File: src/rtl/dtcs_pkg.sv
// Shared types, codes and parameter defaults of the configuration shadow.
// No dependencies.
package dtcs_pkg;

	localparam int TILES_DEF = 4;
	localparam int ROWS_DEF  = 8;
	localparam int COLS_DEF  = 16;
	localparam int LINES_DEF = 16;

	localparam logic KIND_WRITE = 1'b0;
	localparam logic KIND_FLUSH = 1'b1;

	typedef enum logic [1:0] {
		ST_STORED = 2'd0,
		ST_REJECT = 2'd1,
		ST_EMIT   = 2'd2,
		ST_EMPTY  = 2'd3
	} status_t;

	typedef struct packed {
		logic       kind;
		logic [1:0] tile;
		logic [3:0] row;
		logic [3:0] col;
		logic [3:0] line;
		logic [7:0] data;
	} item_t;

	typedef struct packed {
		status_t    status;
		logic [1:0] out_tile;
		logic [2:0] out_row;
		logic [3:0] out_col;
		logic [3:0] out_line;
		logic [7:0] out_data;
	} result_t;

	typedef enum logic [3:0] {
		S_CLEAR,
		S_IDLE,
		S_W_RD,
		S_W_UPD,
		S_F_TOP,
		S_F_SUM,
		S_F_COL,
		S_F_DRD,
		S_F_LINE,
		S_F_SRD,
		S_F_UPD,
		S_DONE
	} state_t;

	typedef struct packed {
		logic    clear;
		logic    accept;
		logic    w_upd;
		logic    f_top;
		logic    f_col;
		logic    f_line;
		logic    f_upd;
		logic    res_load;
		status_t res_code;
	} cmd_t;

	typedef struct packed {
		logic clear_last;
		logic reject;
		logic flush;
		logic any_dirty;
	} sts_t;

	function automatic int fw(int n);
		return (n > 1) ? $clog2(n) : 1;
	endfunction

endpackage

File: src/rtl/dtcs_ctrl.sv
// Sequencer of the configuration shadow: clearing pass, write and flush steps.
// Depends on dtcs_pkg; drives the datapath through cmd_t, reads sts_t.
module dtcs_ctrl (
	input  logic            clk,
	input  logic            arst_n,
	input  logic            start,
	output logic            busy,
	output logic            done,
	output dtcs_pkg::cmd_t  cmd,
	input  dtcs_pkg::sts_t  sts
);
	import dtcs_pkg::*;

	state_t state_q, state_d;

	always_ff @(posedge clk or negedge arst_n) begin
		if (!arst_n) begin
			state_q <= S_CLEAR;
		end else begin
			state_q <= state_d;
		end
	end

	always_comb begin
		state_d = state_q;
		cmd     = '0;
		busy    = (state_q != S_IDLE);
		done    = (state_q == S_DONE);
		unique case (state_q)
			S_CLEAR: begin
				cmd.clear = 1'b1;
				if (sts.clear_last) state_d = S_IDLE;
			end
			S_IDLE: begin
				if (start) begin
					cmd.accept = 1'b1;
					if (sts.flush) begin
						if (sts.any_dirty) begin
							state_d = S_F_TOP;
						end else begin
							cmd.res_load = 1'b1;
							cmd.res_code = ST_EMPTY;
							state_d      = S_DONE;
						end
					end else if (sts.reject) begin
						cmd.res_load = 1'b1;
						cmd.res_code = ST_REJECT;
						state_d      = S_DONE;
					end else begin
						state_d = S_W_RD;
					end
				end
			end
			S_W_RD: state_d = S_W_UPD;
			S_W_UPD: begin
				cmd.w_upd    = 1'b1;
				cmd.res_load = 1'b1;
				cmd.res_code = ST_STORED;
				state_d      = S_DONE;
			end
			S_F_TOP: begin
				cmd.f_top = 1'b1;
				state_d   = S_F_SUM;
			end
			S_F_SUM: state_d = S_F_COL;
			S_F_COL: begin
				cmd.f_col = 1'b1;
				state_d   = S_F_DRD;
			end
			S_F_DRD: state_d = S_F_LINE;
			S_F_LINE: begin
				cmd.f_line = 1'b1;
				state_d    = S_F_SRD;
			end
			S_F_SRD: state_d = S_F_UPD;
			S_F_UPD: begin
				cmd.f_upd    = 1'b1;
				cmd.res_load = 1'b1;
				cmd.res_code = ST_EMIT;
				state_d      = S_DONE;
			end
			S_DONE: state_d = S_IDLE;
			default: state_d = S_CLEAR;
		endcase
	end

endmodule

File: config.mk
export PLATFORM = sky130hd
export DESIGN_NAME = dtcs_ctrl
export DESIGN_NICKNAME = d
export VERILOG_FILES = /design/src/rtl/dtcs_pkg.sv /design/src/rtl/dtcs_ctrl.sv
export SDC_FILE = /design/constraint.sdc
export NUM_CORES = 1
export LEC_CHECK = 0
export ABC_AREA = 1
export BUFFER_PORTS_ARGS = -buffer_cell sky130_fd_sc_hd__buf_2
export CORE_AREA = 2 2 39 41
export DETAILED_ROUTE_END_ITERATION = 7
export DIE_AREA = 0 0 41 43
export GPL_TIMING_DRIVEN = 0
export PLACE_DENSITY = 0.55
export SLEW_MARGIN = 25
export SYNTH_ARGS = -nofsm -noshare
export SYNTH_HDL_FRONTEND = slang
export SYNTH_SLANG_ARGS = --single-unit
File: constraint.sdc
create_clock -name clk -period 2.5 [get_ports clk]
set_input_delay 0.375 -clock clk [delete_from_list [all_inputs] [get_ports clk]]
set_output_delay 0.375 -clock clk [all_outputs]
set_load 0.1 [all_outputs]
# Word level (Yosys, flattened, before mapping)
# Cells that the tools add are included.
[word_totals]
reg_bits = 4
input_bits = 7
output_inout_bits = 12
word_cells = 37
[classes]
n_eq_ne = 14
muxes = 19
reduce_logical = 3
[op_table]
columns = ["operator", "count"]
rows = [
  ["one-hot mux 4 bit (11 select lines)", 1],
  ["2-to-1 mux 4 bit", 5],
  ["== test 4 x 3 -> 1 bit, second input constant", 4],
  ["== test 4 bit, second input constant", 4],
  ["2-to-1 mux 3 bit", 4],
  ["one-hot mux 3 bit (3 select lines)", 1],
  ["== test 4 x 2 -> 1 bit, second input constant", 2],
  ["2-to-1 mux 1 bit", 8],
  ["== test 4 x 1 -> 1 bit, second input constant", 1],
  ["zero test 4 bit", 1],
  ["inequality test 2 bit, second input constant", 2],
  ["inequality test 4 x 1 -> 1 bit, second input constant", 1],
  ["AND reduction 2 bit", 1],
  ["OR reduction 2 bit", 1],
]

# Logic depth before layout (Yosys ltp)
[depth]
word_depth = 4
mapped_depth = 7
depth_no_buf = 7

# Worst setup path before layout
# No wires, ideal clock.
[synth_path]
path_kind = "reg2out"
start = "reg state_q[1]"
end = "out cmd[2] (netlist name)"
t_arrival_ps = 2491
t_required_ps = 2125
setup_slack_ps = -366
stages_incl_launch_ff = 5
path_buffers = 0
path_cell_list = "dfrtp_1 -> nand2_1 -> nor2_1 -> nor2_1 -> o21ai_2"
[synth_lines]
columns = ["element", "line", "text"]
rows = [
  ["start, declared", "dtcs_ctrl.sv:14", "state_t state_q, state_d;"],
  ["start signal, assigned", "dtcs_ctrl.sv:20", "state_q <= state_d;"],
  ["end, declared", "dtcs_ctrl.sv:9", "output dtcs_pkg::cmd_t cmd,"],
]

==> impl_metrics.env <==
export IMPL_min_period_over_period=0.808
export IMPL_antenna_cells=0
export IMPL_max_freq_ghz=0.495
export IMPL_wl_microns=857
export IMPL_drv_slew=0
export IMPL_cts_max_path_buffers=2
export IMPL_dp_hpwl_microns=753
export IMPL_status="finished clean"
export IMPL_synth_area_sq_um=357
export IMPL_start_kind="register"
export IMPL_synth_xor_area_frac=0
export IMPL_finalSetupViolations=0
export IMPL_die_w_microns=41
export IMPL_routed_top_layer="met3"
export IMPL_gp_congestion=0.734
export IMPL_synth_top_family_by_area="simple AND/OR/NAND/NOR gates"
export IMPL_setup_tns_ns=0
export IMPL_cts_sinks=4
export IMPL_cts_root_buffer="clkbuf_4"
export IMPL_stdcell_area_sq_um=510
export IMPL_cts_resized=0
export IMPL_max_slew_margin=0.677
export IMPL_grt_first_pass_wirelength_mm=1.44
export IMPL_final_common_cell="nand2_1"
export IMPL_dr_pass1_iters=4
export IMPL_synth_cells=64
export IMPL_fin_cells=102
export IMPL_pin_count=19
export IMPL_synth_mux_area_fraction=0
export IMPL_largest_register="state_q"
export IMPL_top_regs="state_q: 4 flops"
export IMPL_fillers=160
export IMPL_grt_overflow=0
export IMPL_worstPathRequired_ns=2.12
export IMPL_cts_tree="done"
export IMPL_final_hold_viol_count=0
export IMPL_synthesis_nets=71
export IMPL_layout_drive_gt1_share=0.360
export IMPL_cap_violations=0
export IMPL_die_h_microns=43
export IMPL_io_buffers=18
export IMPL_multi_input_area_sq_um=230
export IMPL_wl_met1_microns=388
export IMPL_netlist_area_leader_share=0.281
export IMPL_synthDistinctLibCells=13
export IMPL_num_rows=14
export IMPL_placed_cell_area_sq_um=478
export IMPL_wire_per_inst_microns=8.40
export IMPL_ys_warn_count=0
export IMPL_mostFrequentLayoutCells="nand2_1, buf_2, nor2_1"
export IMPL_rsz0062_at_grt="no"
export IMPL_area_delta_synth_final_pct=43.2
export IMPL_ys_seq_area_frac=0.281
export IMPL_antenna_found_initial=0
export IMPL_drtAntennaViolNets=0
export IMPL_path_clk_slew_ns=0.04
export IMPL_clock_latency_ns=0.23
export IMPL_synth_adder_area_share=0
export IMPL_largest_reg_flops=4
export IMPL_wl_met2_microns=436
export IMPL_drc_errors=0
export IMPL_fin_nets=95
export IMPL_synth_seq_cells=4
export IMPL_crit_path_end_kind="primary output"
export IMPL_drt_iter0_drc=9
export IMPL_worst_pin_slew_ns=0.488
export IMPL_via_per_inst=4.31
export IMPL_start_util=0.258
export IMPL_min_period_ns=2.02
export IMPL_synth_avg_cell_area_sq_um=5.57
export IMPL_post_cts_buffers=0
export IMPL_dieArea_sq_mm=0.00176
export IMPL_skew_ns=0.000620
export IMPL_yosysTopAreaCell="dfrtp_1"
export IMPL_cp_max_fo=5
export IMPL_numCtsBuffers=3
export IMPL_grt_max_degree=8
export IMPL_hold_class="in2reg"
export IMPL_worst_setup_path_type="reg2out"
export IMPL_vias=440
export IMPL_synth_simple_area_share=0.495
export IMPL_seq_area_sq_um=100
export IMPL_dr_wl_met3_microns=32
export IMPL_track_usage=0.121
export IMPL_core_sq_mm=0.00138
export IMPL_cp_arrival_ns=1.65
export IMPL_synth_compound_area_frac=0.119
export IMPL_grt_pass1_vias=386
export IMPL_synth_area_top_cells="dfrtp_1, nand2_1, nor2_1"
export IMPL_h_tree_depth=1
export IMPL_reg2reg_slack_ns=1.35
export IMPL_dp_cells=98
[synthesized netlist by cell type, drive strengths merged]
cell type  count
a21oi          3
dfrtp          4
inv           10
nand2         22
nand3          4
nor2          17
o21a           1
o21ai          2
o22ai          1
[worst max-delay path, cell delays in order (launching register included)]
cell     delay (ns)
dfrtp_1        0.43
inv_2          0.09
nand2_2        0.08
nor2_2         0.17
nand2_2        0.11
o21ai_2        0.11
buf_2          0.43
[worst paths after layout]
| kind | depth (start not counted) | to | start |
|---|---|---|---|
| setup / recovery | 6 | cmd[2] | state_q[2] |
| hold / removal | 3 | state_q[2] | sts[0] |
| setup reg to reg | 6 | state_q[0] | state_q[2] |
| hold reg to reg | 2 | state_q[2] | state_q[2] |
| max in group asynchronous | 2 | state_q[2] | arst_n |
| min in group asynchronous | 2 | state_q[0] | arst_n |
[cells by family after synthesis]
family | count (synthesis)
buffers and inverters | 10
DFF | 4
and+or+nand+nor | 43
AOI/OAI and AO/OA | 7
[final cells by class]
class	instances	share of cell area
Multi-Input combinational cell	50	0.451
Sequential cell	4	0.196
Timing Repair Buffer	19	0.196
Inverter	10	0.0735
Clock buffer	3	0.0441
Tap cell	16	0.0392
[through the flow]
| stage | worst slack [ns] | util | hold WS [ns] |
|---|---|---|---|
| final | 0.480 | 0.369 | 0.451 |
| after CTS | 0.456 | 0.369 | 0.453 |
| after detailed placement | 0.706 | 0.345 | 0.183 |
| after global routing | 0.373 | 0.369 | 0.456 |
| after global placement | 0.700 | 0.345 | 0.185 |
| after floorplan | 0.0706 | - | 0.0794 |
[layer usage]
layer / vias to the layer above / track usage
met1: 192 / 0.147
li1: 242 / -
met5: - / 0
met2: 6 / 0.188
met4: 0 / 0.0600
met3: 0 / 0.0314
[timing repair]
item,CTS,global route
endpoints found under the setup margin,0,0
hold buffers,1,0
endpoints found under the hold margin,4,0
Power is left out: the tool's default activity adds up to more than one toggle a clock period on the data nets, which glitch-free logic cannot reach.
